<file path="src/sv/pas_pkg.sv">
// Shared types and constants of the pin array spring admittance block.
// Holds the configuration record, the per-pin memory word and the result record.
// No dependencies; every other file of the block but pas_ram imports it.
package pas_pkg;

  localparam int GRID_COLS_DEF = 16;
  localparam int GRID_ROWS_DEF = 16;

  localparam int CFG_INDEX_W = 3;
  localparam int CFG_DATA_W  = 17;

  // Register indexes of the configuration port.
  typedef enum logic [CFG_INDEX_W-1:0] {
    REG_PROP_GAIN      = 3'd0,
    REG_DERIV_GAIN     = 3'd1,
    REG_SPRING_BASE    = 3'd2,
    REG_SPRING_STEP    = 3'd3,
    REG_HEIGHT_FLOOR   = 3'd4,
    REG_HEIGHT_CEILING = 3'd5
  } cfg_reg_t;

  // Clamp status codes on the result channel.
  localparam logic [1:0] CLAMP_NONE    = 2'd0;
  localparam logic [1:0] CLAMP_FLOOR   = 2'd1;
  localparam logic [1:0] CLAMP_CEILING = 2'd2;

  typedef struct packed {
    logic [15:0] prop_gain;
    logic [15:0] deriv_gain;
    logic [11:0] spring_base;
    logic [11:0] spring_step;
    logic [16:0] height_floor;
    logic [16:0] height_ceiling;
  } cfg_t;

  localparam cfg_t CFG_RESET = '{
    prop_gain:      16'd256,
    deriv_gain:     16'd0,
    spring_base:    12'd820,
    spring_step:    12'd90,
    height_floor:   17'd70000,
    height_ceiling: 17'd80000
  };

  // One input beat, without handshake.
  typedef struct packed {
    logic [3:0]  col;
    logic [3:0]  row;
    logic [11:0] force_val;
    logic [16:0] meas;
    logic [15:0] dt;
  } item_t;

  // Per-pin state: velocity Q24.8, last force error, command height Q17.7.
  typedef struct packed {
    logic signed [31:0] speed;
    logic signed [13:0] prev_err;
    logic [23:0]        cmd;
  } mem_word_t;

  localparam logic [23:0] CMD_RESET = 24'd10240000;  // 80000.0 in Q17.7

  localparam mem_word_t MEM_WORD_RESET = '{
    speed:    32'sd0,
    prev_err: 14'sd0,
    cmd:      CMD_RESET
  };

  // Result leaving the last pipeline stage.
  typedef struct packed {
    logic        valid;
    logic [3:0]  col;
    logic [3:0]  row;
    logic [16:0] height;
    logic [1:0]  status;
  } result_t;

endpackage

</file>
<file path="src/sv/pas_cfg.sv">
// Configuration register file of the pin array spring admittance block.
// Depends on pas_pkg for the register indexes and the configuration record.
module pas_cfg (
  input  logic                              clk,
  input  logic                              rst,
  input  logic                              wr_en,
  input  logic [pas_pkg::CFG_INDEX_W-1:0]   wr_index,
  input  logic [pas_pkg::CFG_DATA_W-1:0]    wr_data,
  output pas_pkg::cfg_t                     cfg
);
  import pas_pkg::*;

  always_ff @(posedge clk) begin
    if (rst) begin
      cfg <= CFG_RESET;
    end else if (wr_en) begin
      case (cfg_reg_t'(wr_index))
        REG_PROP_GAIN:      cfg.prop_gain      <= wr_data[15:0];
        REG_DERIV_GAIN:     cfg.deriv_gain     <= wr_data[15:0];
        REG_SPRING_BASE:    cfg.spring_base    <= wr_data[11:0];
        REG_SPRING_STEP:    cfg.spring_step    <= wr_data[11:0];
        REG_HEIGHT_FLOOR:   cfg.height_floor   <= wr_data[16:0];
        REG_HEIGHT_CEILING: cfg.height_ceiling <= wr_data[16:0];
        default: ;
      endcase
    end
  end

endmodule

</file>
<file path="config.mk">
export PLATFORM = sky130hd
export DESIGN_NAME = pas_cfg
export DESIGN_NICKNAME = d
export VERILOG_FILES = /design/src/sv/pas_pkg.sv /design/src/sv/pas_cfg.sv
export SDC_FILE = /design/constraint.sdc
export NUM_CORES = 1
export LEC_CHECK = 0
export BUFFER_PORTS_ARGS = -buffer_cell sky130_fd_sc_hd__buf_4
export CORE_UTILIZATION = 50
export CTS_CLUSTER_SIZE = 8
export DETAILED_ROUTE_END_ITERATION = 10
export PLACE_DENSITY = 0.79
export SYNTH_ARGS = -nofsm -noshare
export SYNTH_HDL_FRONTEND = slang
export SYNTH_SLANG_ARGS = --single-unit
</file>
<file path="constraint.sdc">
create_clock -name clk -period 2 [get_ports clk]
set_clock_uncertainty 0.2 [all_clocks]
set_input_delay 0.2 -clock clk [delete_from_list [all_inputs] [get_ports clk]]
set_output_delay 0.2 -clock clk [all_outputs]
set_load 0.005 [all_outputs]
</file>
* Word level (Yosys, flattened, before mapping)
Index checks and enable logic that the tools add are counted.
** Storage, ports and cells
- Memory bits (writable) :: 0
- Output and inout bits :: 90
- Memories :: 0
- Bits in latches :: 0
- ROM bits :: 0
- Bits of input ports :: 23
- Register bits :: 90
** Operators by class
- Shift operators :: 0
- Div/mod/pow operators :: 0
- Muxes and demuxes :: 0
- Reductions and logical operators :: 7
- Multiply operators :: 0
- $lt $le $gt $ge :: 0
- Equality and inequality tests :: 5
- Bitwise gates (word level) :: 0
- Add/sub/neg operators :: 0
** Operators by type and width (count)
- AND reduction 2 bit :: 6
- == test 3 x 2 -> 1 bit, second input constant :: 2
- == test 3 bit, second input constant :: 2
- == test 3 x 1 -> 1 bit, second input constant :: 1
- zero test 3 bit :: 1

* Logic depth before layout (Yosys ltp)
Gate-level depths: netlist of the first run.
- Depth after elaboration :: 2
- Mapped depth :: 5
- Gate-level depth less buffers :: 2

* Least setup slack after synthesis of the first run
OpenSTA, ideal clock, no wires.
- Kind :: input port to flip-flop
- Start :: input wr_index[0] in the netlist's numbering
- End :: register cfg[84] in the netlist's numbering
- Data arrival time :: 1230 ps
- Library setup time :: 124 ps
- Setup slack :: 446 ps
- Path buffers :: 3
- Cell stages on the path :: 5
- Path through :: buf_4 > or4b_4 > buf_6 > buf_6 > mux2i_1
** Between the ends
- Longest elaborated chain between the ends :: 2
** Ends and longest elaborated chain
- start, declared :: RTL line pas_cfg.sv:7 : input logic [pas_pkg::CFG_INDEX_W-1:0] wr_index,
- zero test 3 bit :: RTL line pas_cfg.sv:17 : case (cfg_reg_t'(wr_index))
- AND reduction 2 bit (no source line)
- end, declared :: RTL line pas_cfg.sv:9 : output pas_pkg::cfg_t cfg
No other way between the ends.
A chain may end at the register's enable or synchronous reset.

* Worst setup path after layout of the first run
- Start :: register cfg[80] in the netlist's numbering
- End :: output cfg[80] in the netlist's numbering
No word-level cell between the ends.

==> out/results.tsv, run 1 <==
stage	metric	value	unit
synthesis	Syn Inst Count	340	
hold_path	Hold Crit Class	primary input to flip-flop	
setup_path	crit path max fanout	2	
setup_path	critical path's largest stage delay	0.38	ns
synthesis	sequential area share after synthesis	49.5	%
synthesis	mux contribution to synthesized area	24.7	%
setup_path	Slowest-stage cell, CP	dfxtp_1	
layout	# diodes	0	
clocking	Clock Path Buffers	2	
layout	Nets	479	
power_and_ir_drop	sw power	817	uW
layout	commonest non-fill, non-tap cells in the layout	120 x buf_4, 90 x mux2i_1, 90 x dfxtp_1	
layout	largest reg by FF count	cfg	
clocking	H-tree levels	3	
setup_path	startpoint types	flip-flop	
floorplanning	initial core utilization	52.7	%
synthesis	Net Count, Synth	363	
global_routing	number of global-route vias before repair	2681	
placed_design	DP HPWL	5.98	mm
clocking	Post-CTS Resized	0	
sta	final hold vios	0	
power_and_ir_drop	Cell Int Power	2.58	mW
clocking	clock slew seen by the registers of the worst setup and hold paths	0.09	ns
global_routing	first-pass GRT wire length	13.3	mm
setup_path	Data arrival, critical path	0.86	ns
global_routing	largest net degree at the start of global routing	87	
placed_design	dpl ws	0.451	ns
detailed_routing	# DRC	0	
sta	min cycle time layout	1.26	ns
setup_path	CP Cell Sequence	buf_4	
clocking	clk_lat worst skew	0.35	ns
sta	Slew Viols, Final	0	
synthesis	Netlist cell types	15	
global_routing	Total GRT Usage	23.0	%
floorplanning	cell row count	30	
detailed_routing	TritonRoute pass-1 iters	4	
detailed_routing	WL/cell	15.3	um
sta	Worst slew margin	68.8	%
layout	largest registers	cfg: 90 flops	
power_and_ir_drop	sequential share of power	54.5	%
power_and_ir_drop	Logic pwr share	9.4	%
detailed_routing	wirelength, routed	8.50	mm
sta	Max Freq	794	MHz
synthesis	flops & latches, synth	90	
power_and_ir_drop	Net Sw Frac	24.1	%
synthesis	top post-synthesis cells by area	dfxtp_1 49%, mux2i_1 25%, nand2b_1 15%	
synthesis	Synth top area share	49.5	%
global_routing	GR Overflow Total	0	
clocking	CTS Sinks	90	
layout	ratio of cells with drive above 1 in the final layout	30.6	%
detailed_routing	drt first-iter violations	66	
clocking	TritonCTS Buffers	9	
sta	Final WS setup	0.741	ns
run	max-cap check violation count	0	
setup_path	Crit Path Class	flip-flop to primary output	
setup_path	cell family with most CP delay	flip-flops	
detailed_routing	Vias	2711	
layout	most common cell after layout, fill and taps aside	buf_4	
power_and_ir_drop	maximum vdd drop	0.452	mV
power_and_ir_drop	power per cell area	699	nW/um2
detailed_routing	vias per cell	4.87	
clocking	CTS tree	done	
synthesis	Adder-Cell Fraction of Synth Area	0	%
placed_design	Port Buf Inserts	112	
synthesis	post-synthesis simple-gate area fraction	21.8	%
setup_path	Buf/Inv on CP	1	
synthesis	Synth Warn #	0	
floorplanning	Std-Cell Core Area	6910	um2
sta	setup violators final	0	
sta	hold_ws	0.0216	ns
floorplanning	IO Count	113	
sta	Worst Max-Slew Pin Slew	0.466	ns
synthesis	XOR/XNOR share of the synthesized area	0	%
floorplanning	Die Y	87.3	um
sta	RSZ-0062 raised after global routing	false	
global_routing	initial antenna violation count	0	
clocking	CTS root buf	clkbuf_8	
placed_design	GP Congestion	0.749	
sta	Final TNS setup	0	ns
floorplanning	die width	87.3	um
detailed_routing	Final ANT Viol Nets	0	
synthesis	largest family of logic cells by synthesized area	multiplexers	
synthesis	Compound-Gate Fraction of Synth Area	0	%
synthesis	synthesized area	3640	um2
synthesis	area leader, netlist	dfxtp_1	
layout	max FFs per register	90	
synthesis	syn avg cell area	10.7	um2
power_and_ir_drop	P_leak	2.35	nW
floorplanning	DIE AREA	7630	um2
setup_path	CP required	1.60	ns
power_and_ir_drop	Clock Power Share	36.1	%
run_status	outcome	completed	
sta	period utilisation layout	63.0	%
layout	Syn-to-layout area delta	33.5	%
setup_path	CP Capture Type	primary output	
==> final cells by class <==
type | instances | area, um2
Timing Repair Buffer | 134 | 1050
Fill cell | 557 | 2040
Tap cell | 96 | 120
Multi-Input combinational cell | 221 | 1700
Clock buffer | 9 | 124
Sequential cell | 90 | 1800
Clock inverter | 7 | 70.1
==> cell families (layout without fill, tap and decap cells) <==
| group | Yosys count | count (layout) |
|---|---|---|
| buf+inv | 29 | 150 |
| flops | 90 | 90 |
| mux | 90 | 90 |
| simple gates | 131 | 131 |
==> power groups by stage <==
stage | logic [mW] | clock network, mW | registers (mW)
detailed placement | 0.300 | 0 | 1.89
global placement | 0.294 | 0 | 1.89
CTS | 0.321 | 1.24 | 1.85
floorplan | 0.162 | 0 | 1.90
finish | 0.319 | 1.23 | 1.85
global route | 0.344 | 1.32 | 1.86
==> repair_timing <==
| item | in CTS | in global routing |
|---|---|---|
| hold endpoints to repair | 26 | 0 |
| hold buffers | 13 | 0 |
| setup buffers | 0 | 0 |
==> synthesized netlist by cell type <==
library cell / count
or4b_4: 1
buf_6: 3
nor4bb_1: 1
mux2i_1: 90
and4b_1: 2
nor2_1: 34
nand4b_1: 2
buf_4: 1
dfxtp_1: 90
nand4bb_1: 3
nor4b_2: 1
clkbuf_1: 18
and4bb_2: 2
buf_2: 7
nand2b_1: 85
==> worst paths after layout <==
| path | from | end | slack (ns) | cells after the start |
|---|---|---|---|---|
| worst max register to register | cfg[80]$_SDFFE_PP0P_ | cfg[80]$_SDFFE_PP0P_ | 1.12 | 2 |
| worst min register to register | cfg[64]$_SDFFE_PP0P_ | cfg[64]$_SDFFE_PP0P_ | 0.28 | 2 |
| worst min-delay path | wr_data[14] | cfg[14]$_SDFFE_PP0P_ | 0.02 | 3 |
| worst max-delay path | cfg[80]$_SDFFE_PP0P_ | cfg[80] | 0.74 | 1 |
==> per-stage QoR <==
stage	instances	utilization (%)	power, mW	cell area (um2)
after floorplan	340	-	2.06	3640
after global placement	528	65.7	2.19	4540
after detailed placement	528	65.7	2.20	4540
after CTS	557	70.4	3.41	4860
after global routing	557	70.4	3.52	4860
final	557	70.4	3.40	4860
==> worst min-delay path, cell delays in order <==
cell	delay (ns)
buf_4	0.08
nand2b_1	0.11
mux2i_1	0.14
==> per-layer routing <==
| metal | GRT usage [%] | share of wire (%) | wire [um] |
|---|---|---|---|
| met1 | 29.8 | 47 | 3960 |
| met2 | 38.1 | 48 | 4070 |
| met3 | 4.36 | 4.2 | 361 |
| met4 | 8.05 | 1.3 | 109 |
| met5 | 0 | 0 | 0 |
Power figures use the tool's default switching activity.
==> run 2, diff against run 1 <==
--- a/config.mk
+++ b/config.mk
@@ -5,11 +5,12 @@
 export SDC_FILE = /design/constraint.sdc
 export NUM_CORES = 1
 export LEC_CHECK = 0
+export ABC_AREA = 1
 export BUFFER_PORTS_ARGS = -buffer_cell sky130_fd_sc_hd__buf_4
-export CORE_UTILIZATION = 50
+export CORE_UTILIZATION = 45
 export CTS_CLUSTER_SIZE = 8
 export DETAILED_ROUTE_END_ITERATION = 10
-export PLACE_DENSITY = 0.79
+export PLACE_DENSITY = 0.76
 export SYNTH_ARGS = -nofsm -noshare
 export SYNTH_HDL_FRONTEND = slang
 export SYNTH_SLANG_ARGS = --single-unit
==> constraint.sdc (replaced) <==
create_clock -name clk -period 1.1 [get_ports clk]
set_clock_uncertainty 0.2 [all_clocks]
set_input_delay 0.11 -clock clk [delete_from_list [all_inputs] [get_ports clk]]
set_output_delay 0.11 -clock clk [all_outputs]
set_load 0.005 [all_outputs]
==> run 2 against run 1 <==
  * The flow now finishes with violations (hold timing, setup timing)
  * Critical endpoint is now cfg[50]
  * Largest cell class unchanged
  * Via count increased by 37%
  * Sequential share of layout area decreased by 2.5 points
  * Total power up 97%
==> out/results.tsv, run 2 <==
stage	metric	value	unit	change
floorplanning	initial core utilization	47.4	%	was 52.7%
synthesis	Netlist cell types	14		was 15
run_status	outcome	finished, violations left		was completed
setup_path	Slowest-stage cell, CP	dfxtp_2		was dfxtp_1
setup_path	crit path max fanout	2		unchanged
synthesis	Net Count, Synth	523		was 363
layout	footprint of the multi-input gates	1500	um2	was 1700 um2
floorplanning	Std-Cell Core Area	7410	um2	was 6910 um2
power_and_ir_drop	power per cell area	1210	nW/um2	was 699 nW/um2
floorplanning	Die Y	90.4	um	was 87.3 um
sta	Worst Max-Slew Pin Slew	0.332	ns	was 0.466 ns
detailed_routing	WL/cell	14.6	um	was 15.3 um
setup_path	CP required	0.79	ns	was 1.60 ns
layout	Syn-to-layout area delta	57.5	%	was 33.5%
layout	largest reg by FF count	cfg		unchanged
sta	setup violators final	48		was 0
synthesis	Synth Warn #	0		unchanged
sta	min cycle time layout	1.12	ns	
clocking	clk_lat worst skew	0.35	ns	about the same
setup_path	critical path's largest stage delay	0.36	ns	was 0.38 ns
layout	# diodes	0		unchanged
run	max-cap check violation count	0		unchanged
clocking	CTS root buf	clkbuf_8		unchanged
detailed_routing	Final ANT Viol Nets	0		unchanged
clocking	CTS tree	done		unchanged
power_and_ir_drop	maximum vdd drop	0.979	mV	was 0.452 mV
floorplanning	die width	90.4	um	was 87.3 um
clocking	TritonCTS Buffers	9		unchanged
global_routing	GRT met1 Usage	34.8	%	was 29.8%
synthesis	top post-synthesis cells by area	dfxtp_1 51%, nor2_1 15%, nand2_1 13%		was dfxtp_1 49%, mux2i_1 25%, nand2b_1 15%
placed_design	Port Buf Inserts	112		unchanged
layout	Fill cells	557		unchanged
run_status	failing checks	hold timing, setup timing		
sta	RSZ-0062 raised after global routing	true		was false
layout	ratio of cells with drive above 1 in the final layout	41.0	%	was 30.6%
hold_path	hold wc startpoint	wr_data[14]		unchanged
setup_path	CP Cell Sequence	buf_6		was buf_4
sta	final hold vios	23		was 0
synthesis	asr flop ratio synth	0	%	unchanged
global_routing	M2 GR Usage	46.9	%	was 38.1%
global_routing	GR Overflow Total	0		unchanged
setup_path	R2R setup slack	0.08	ns	was 1.12 ns
synthesis	top cells by count, synth	143 x nor2_1, 121 x nand2_1, 90 x dfxtp_1, 90 x nand3_1, 19 x inv_1		was 90 x dfxtp_1, 90 x mux2i_1, 85 x nand2b_1
global_routing	first-pass GRT wire length	17.7	mm	was 13.3 mm
hold_path	Hold Crit Class	primary input to flip-flop		unchanged
clocking	CTS Hold Bufs	14		was 13
clocking	H-tree levels	3		unchanged
synthesis	syn avg cell area	7.03	um2	was 10.7 um2
placed_design	dpl cells	712		was 528
floorplanning	cell row count	31		was 30
global_routing	largest net degree at the start of global routing	34		was 87
setup_path	cell family with most CP delay	flip-flops		unchanged
setup_path	Data arrival, critical path	0.81	ns	was 0.86 ns
detailed_routing	drt first-iter violations	285		was 66
placed_design	dpl ws	-0.143	ns	was 0.451 ns
sta	Max Freq	891	MHz	
global_routing	busiest grt layer	met2		unchanged
setup_path	startpoint types	flip-flop		unchanged
layout	commonest non-fill, non-tap cells in the layout	141 x nor2_1, 121 x nand2_1, 90 x nand3_1, 90 x dfxtp_2, 90 x buf_6		was 120 x buf_4, 90 x mux2i_1, 90 x dfxtp_1
detailed_routing	wirelength, routed	10.9	mm	was 8.50 mm
clocking	clock slew seen by the registers of the worst setup and hold paths	0.09	ns	about the same
global_routing	met3 usage	5.22	%	was 4.36%
layout	largest registers	cfg: 90 flops		unchanged
layout	area occupied by registers	1910	um2	was 1800 um2
global_routing	Total GRT Usage	27.4	%	was 23.0%
setup_path	CP Capture Type	primary output		unchanged
detailed_routing	Vias	3704		was 2711
setup_path	Crit Path Class	flip-flop to primary output		unchanged
synthesis	area leader, netlist	dfxtp_1		unchanged
clocking	CTS Sinks	90		unchanged
global_routing	initial antenna violation count	0		unchanged
setup_path	CP startpoint	cfg[50]$_SDFFE_PP1P_		was cfg[80]$_SDFFE_PP0P_
synthesis	number of synthesized flops with an enable pin	0		unchanged
placed_design	GP Congestion	0.809		was 0.749
global_routing	number of global-route vias before repair	3637		was 2681
floorplanning	IO Count	113		unchanged
floorplanning	DIE AREA	8170	um2	was 7630 um2
detailed_routing	TritonRoute pass-1 iters	4		unchanged
sta	period utilisation layout	102	%	
sta	Final WS setup	-0.0224	ns	was 0.741 ns
synthesis	top_reg_cell synth	dfxtp_1		unchanged
sta	hold_ws	-0.0258	ns	was 0.0216 ns
sta	Slew Viols, Final	0		unchanged
sta	Worst slew margin	77.9	%	was 68.8%
synthesis	synthesized area	3510	um2	was 3640 um2
layout	most common cell after layout, fill and taps aside	nor2_1		was buf_4
layout	Final Non-Filler Cells	750		was 557
synthesis	sequential area share after synthesis	51.3	%	was 49.5%
synthesis	Syn Inst Count	500		was 340
setup_path	Buf/Inv on CP	1		unchanged
layout	max FFs per register	90		unchanged
setup_path	RR Startpoint	cfg[38]$_SDFFE_PP1P_		was cfg[80]$_SDFFE_PP0P_
detailed_routing	# DRC	0		unchanged
layout	Nets	670		was 479
detailed_routing	vias per cell	4.94		was 4.87
power_and_ir_drop	P_leak	2.56	nW	was 2.35 nW
clocking	Clock Path Buffers	2		unchanged
placed_design	DP HPWL	7.25	mm	was 5.98 mm
synthesis	most common cell in the netlist	nor2_1		
synthesis	Synth top area share	51.3	%	was 49.5%
synthesis	flops & latches, synth	90		unchanged
==> run 2: cell types whose count changed after synthesis, moves of 19 or more <==
cell and delta:
mux2i_1 -90, nand2_1 +121, nor2_1 +109, inv_1 +19
nand2b_1 -85, nand3_1 +90
==> run 2: area by class of cell <==
class | count | area share, %
clock buffers | 12 | 2.62
inverters | 23 | 1.63
repair buffers | 163 | 31.1
well taps | 99 | 2.24
clock inverters | 3 | 0.723
multi-input cells | 360 | 27.1
flip-flops and latches | 90 | 34.6
==> run 2: layer usage <==
| layer | vias up | share of wire, % |
|---|---|---|
| li1 | 1844 | - |
| met1 | 1710 | 41 |
| met2 | 137 | 50 |
| met3 | 13 | 8.0 |
| met4 | 0 | 1.2 |
| met5 | - | 0 |
==> run 2: worst paths after layout <==
check	end	depth (start not counted)
worst min-delay path	cfg[88]$_SDFFE_PP0P_	5
worst max register to register	cfg[38]$_SDFFE_PP1P_	4
worst max-delay path	cfg[50]	1
worst min register to register	cfg[16]$_SDFFE_PP1P_	2
==> run 2: power by group <==
part	total [mW]	switching (mW)	internal, mW
logic	1.01	0.491	0.517
registers	3.48	0.0873	3.39
clock network	2.20	1.10	1.10
total	6.69	1.68	5.01
==> run 2: metrics by stage <==
step | hold slack (ns) | TNS, ns | power, mW | util (%) | area [um2]
floorplan | 0.0232 | 0 | 3.91 | - | 3510
global placement | 0.120 | -5.29 | 4.36 | 63.3 | 4690
detailed placement | 0.135 | -7.75 | 4.38 | 63.3 | 4690
CTS | -0.0330 | -0.715 | 6.67 | 74.2 | 5500
global route | -0.0192 | -1.77 | 6.93 | 74.7 | 5530
finish | -0.0258 | -0.338 | 6.69 | 74.7 | 5530
==> run 2: kinds of logic (layout without fill, tap and decap cells) <==
| kind of cell | count (synthesis) | count (layout) | synth area share (%) |
|---|---|---|---|
| and+or+nand+nor | 360 | 360 | 42.5 |
| DFF | 90 | 90 | 51.3 |
| buffers and inverters | 50 | 201 | 6.23 |
==> run 2: timing repair <==
action	CTS	global route
setup endpoints to repair	90	104
buffers inserted	5	4
resized for setup	180	5
endpoints found under the hold margin	44	8
==> run 3, diff against run 2 <==
==> config.mk (replaced) <==
export PLATFORM = sky130hd
export DESIGN_NAME = pas_cfg
export DESIGN_NICKNAME = d
export VERILOG_FILES = /design/src/sv/pas_pkg.sv /design/src/sv/pas_cfg.sv
export SDC_FILE = /design/constraint.sdc
export NUM_CORES = 1
export LEC_CHECK = 0
export BUFFER_PORTS_ARGS = -buffer_cell sky130_fd_sc_hd__buf_4
export CORE_UTILIZATION = 46
export CTS_CLUSTER_SIZE = 30
export DETAILED_ROUTE_END_ITERATION = 10
export PLACE_DENSITY = 0.77
export SYNTH_ARGS = -nofsm -noshare
export SYNTH_HDL_FRONTEND = slang
export SYNTH_SLANG_ARGS = --single-unit
==> run 3 against run 2 <==
  * Worst setup slack worse by 0.0043 ns
  * The flow finishes with violations (setup timing)
  * Count of clock-buffer cells in the layout is 1 lower
  * Via count is 20% lower
  * Die area is 1.3% higher
  * Maximum frequency is 0.38% lower
  * Critical path type unchanged
  * Clock power is 6% lower
  * Critical path depth stayed put
  * Largest cell class unchanged
  * Worst hold slack better by 0.028 ns
==> out/results.tsv, run 3 (synthesis gave the netlist of run 1 again) <==
stage	metric	value	unit	change
detailed_routing	vias per cell	4.96		was 4.94
global_routing	GR Overflow Total	0		unchanged
detailed_routing	Vias	2963		was 3704
global_routing	number of global-route vias before repair	3095		was 3637
setup_path	startpoint types	flip-flop		unchanged
setup_path	CP Capture Type	primary output		unchanged
clocking	CTS Sinks	90		unchanged
setup_path	crit path max fanout	2		unchanged
hold_path	worst min-delay path endpoint	cfg[46]$_SDFFE_PP0P_		was cfg[88]$_SDFFE_PP0P_
sta	Max Freq	888	MHz	was 891 MHz
sta	RSZ-0062 raised after global routing	true		unchanged
setup_path	Slowest-stage cell, CP	dfxtp_2		unchanged
floorplanning	cell row count	32		was 31
clocking	Clock Path Buffers	2		unchanged
layout	ratio of cells with drive above 1 in the final layout	54.1	%	was 41.0%
layout	# diodes	0		unchanged
run	max-cap check violation count	0		unchanged
layout	max FFs per register	90		unchanged
detailed_routing	WL/cell	16.2	um	was 14.6 um
power_and_ir_drop	P_leak	2.63	nW	was 2.56 nW
sta	Worst Max-Slew Pin Slew	0.284	ns	was 0.332 ns
setup_path	R2R setup slack	0.08	ns	about the same
placed_design	DP HPWL	6.42	mm	was 7.25 mm
layout	Final Instance Area	5650	um2	was 5530 um2
clocking	clk_lat worst skew	0.35	ns	about the same
sta	setup violators final	65		was 48
power_and_ir_drop	Overall Power	6.19	mW	was 6.69 mW
floorplanning	IO Count	113		unchanged
sta	period utilisation layout	102	%	about the same
placed_design	placed instance area	4700	um2	was 4690 um2
hold_path	hold wc startpoint	wr_data[0]		was wr_data[14]
placed_design	dpl cells	548		was 712
sta	hold_ws	0.00218	ns	was -0.0258 ns
global_routing	initial antenna violation count	0		unchanged
setup_path	cell family with most CP delay	flip-flops		unchanged
detailed_routing	TritonRoute pass-1 iters	4		unchanged
detailed_routing	# DRC	0		unchanged
setup_path	RR Startpoint	cfg[14]$_SDFFE_PP0P_		was cfg[38]$_SDFFE_PP1P_
sta	Final TNS setup	-0.525	ns	was -0.338 ns
setup_path	FF-to-FF End	cfg[14]$_SDFFE_PP0P_		was cfg[38]$_SDFFE_PP1P_
sta	Slew Viols, Final	0		unchanged
power_and_ir_drop	maximum vdd drop	0.659	mV	was 0.979 mV
clocking	clock slew seen by the registers of the worst setup and hold paths	0.09	ns	about the same
setup_path	critical path's largest stage delay	0.37	ns	was 0.36 ns
layout	largest reg by FF count	cfg		unchanged
setup_path	CP Cell Sequence	buf_6		unchanged
global_routing	first-pass GRT wire length	15.4	mm	was 17.7 mm
layout	Syn-to-layout area delta	55.1	%	was 57.5%
global_routing	largest net degree at the start of global routing	30		was 34
run_status	failing checks	setup timing		was hold timing, setup timing
placed_design	Port Buf Inserts	112		unchanged
floorplanning	DIE AREA	8270	um2	was 8170 um2
floorplanning	initial core utilization	47.4	%	about the same
clocking	CTS tree	done		unchanged
setup_path	Crit Path Class	flip-flop to primary output		unchanged
clocking	H-tree levels	3		unchanged
detailed_routing	Final ANT Viol Nets	0		unchanged
global_routing	Total GRT Usage	23.9	%	was 27.4%
floorplanning	Die Y	91.0	um	was 90.4 um
sta	Final WS setup	-0.0267	ns	was -0.0224 ns
placed_design	GP Congestion	0.740		was 0.809
clocking	TritonCTS Buffers	9		unchanged
layout	Final Non-Filler Cells	597		was 750
detailed_routing	drt first-iter violations	85		was 285
detailed_routing	wirelength, routed	9.69	mm	was 10.9 mm
hold_path	Hold Path Cell Cnt	3		was 5
setup_path	Data arrival, critical path	0.82	ns	was 0.81 ns
layout	commonest non-fill, non-tap cells in the layout	90 x mux2i_1, 90 x dfxtp_2, 90 x buf_6		was 141 x nor2_1, 121 x nand2_1, 90 x nand3_1, 90 x dfxtp_2, 90 x buf_6
hold_path	Hold Crit Class	primary input to flip-flop		unchanged
floorplanning	Std-Cell Core Area	7690	um2	was 7410 um2
setup_path	Buf/Inv on CP	1		unchanged
sta	Worst slew margin	81.1	%	was 77.9%
setup_path	FF-to-FF path depth	4		unchanged
run_status	outcome	finished, violations left		unchanged
layout	Nets	513		was 670
setup_path	CP required	0.79	ns	about the same
clocking	CTS root buf	clkbuf_8		unchanged
sta	min cycle time layout	1.13	ns	was 1.12 ns
layout	largest registers	cfg: 90 flops		unchanged
floorplanning	die width	91.0	um	was 90.4 um
sta	final hold vios	0		was 23
power_and_ir_drop	power per cell area	1100	nW/um2	was 1210 nW/um2
[run 3: final cells by class]
cell class / count / area, um2
fillers: 559 / 2040
clock inverters: 5 / 40.0
repair buffers: 168 / 1700
well taps: 102 / 128
multi-input cells: 221 / 1720
clock buffers: 11 / 141
flip-flops and latches: 90 / 1910
[run 3: stage by stage]
stage	util (%)	setup WS, ns
floorplan	-	-0.349
global placement	61.1	-0.298
detailed placement	61.1	-0.325
CTS	72.3	-0.0322
global route	73.5	-0.0503
finish	73.5	-0.0267
[run 3: worst max path at each step]
stage                         start                    to  slack [ns]  cells past startpoint
3_5_place_dp            wr_index[0]  cfg[87]$_SDFFE_PP0P_       -0.33                      3
6_report       cfg[14]$_SDFFE_PP0P_               cfg[14]       -0.03                      1
4_1_cts        cfg[69]$_SDFFE_PP0P_               cfg[69]       -0.03                      1
3_3_place_gp            wr_index[0]  cfg[89]$_SDFFE_PP0P_       -0.30                      3
2_1_floorplan           wr_index[0]  cfg[84]$_SDFFE_PP0P_       -0.35                      5
5_1_grt         cfg[5]$_SDFFE_PP0P_                cfg[5]       -0.05                      1
[run 3: timing repair]
item,4_1_cts,5_1_grt
gates resized for setup,180,8
buffers inserted,7,9
setup endpoints to repair,90,108
hold buffers,17,0
hold endpoints to repair,74,0
[run 3: power by group]
group          total [mW]  switching, mW  internal [mW]
registers            3.40         0.0554           3.34
logic               0.725          0.294          0.431
clock network        2.07           1.18          0.891
total                6.19           1.53           4.66
[run 3: routing by layer]
layer  track usage, %  share of wire, %  vias to the layer above
li1                 -                 -                     1421
met1             28.0                42                     1426
met2             40.3                50                       92
met3             5.28               4.5                       24
met4             13.5               3.5                        0
met5                0                 0                        -
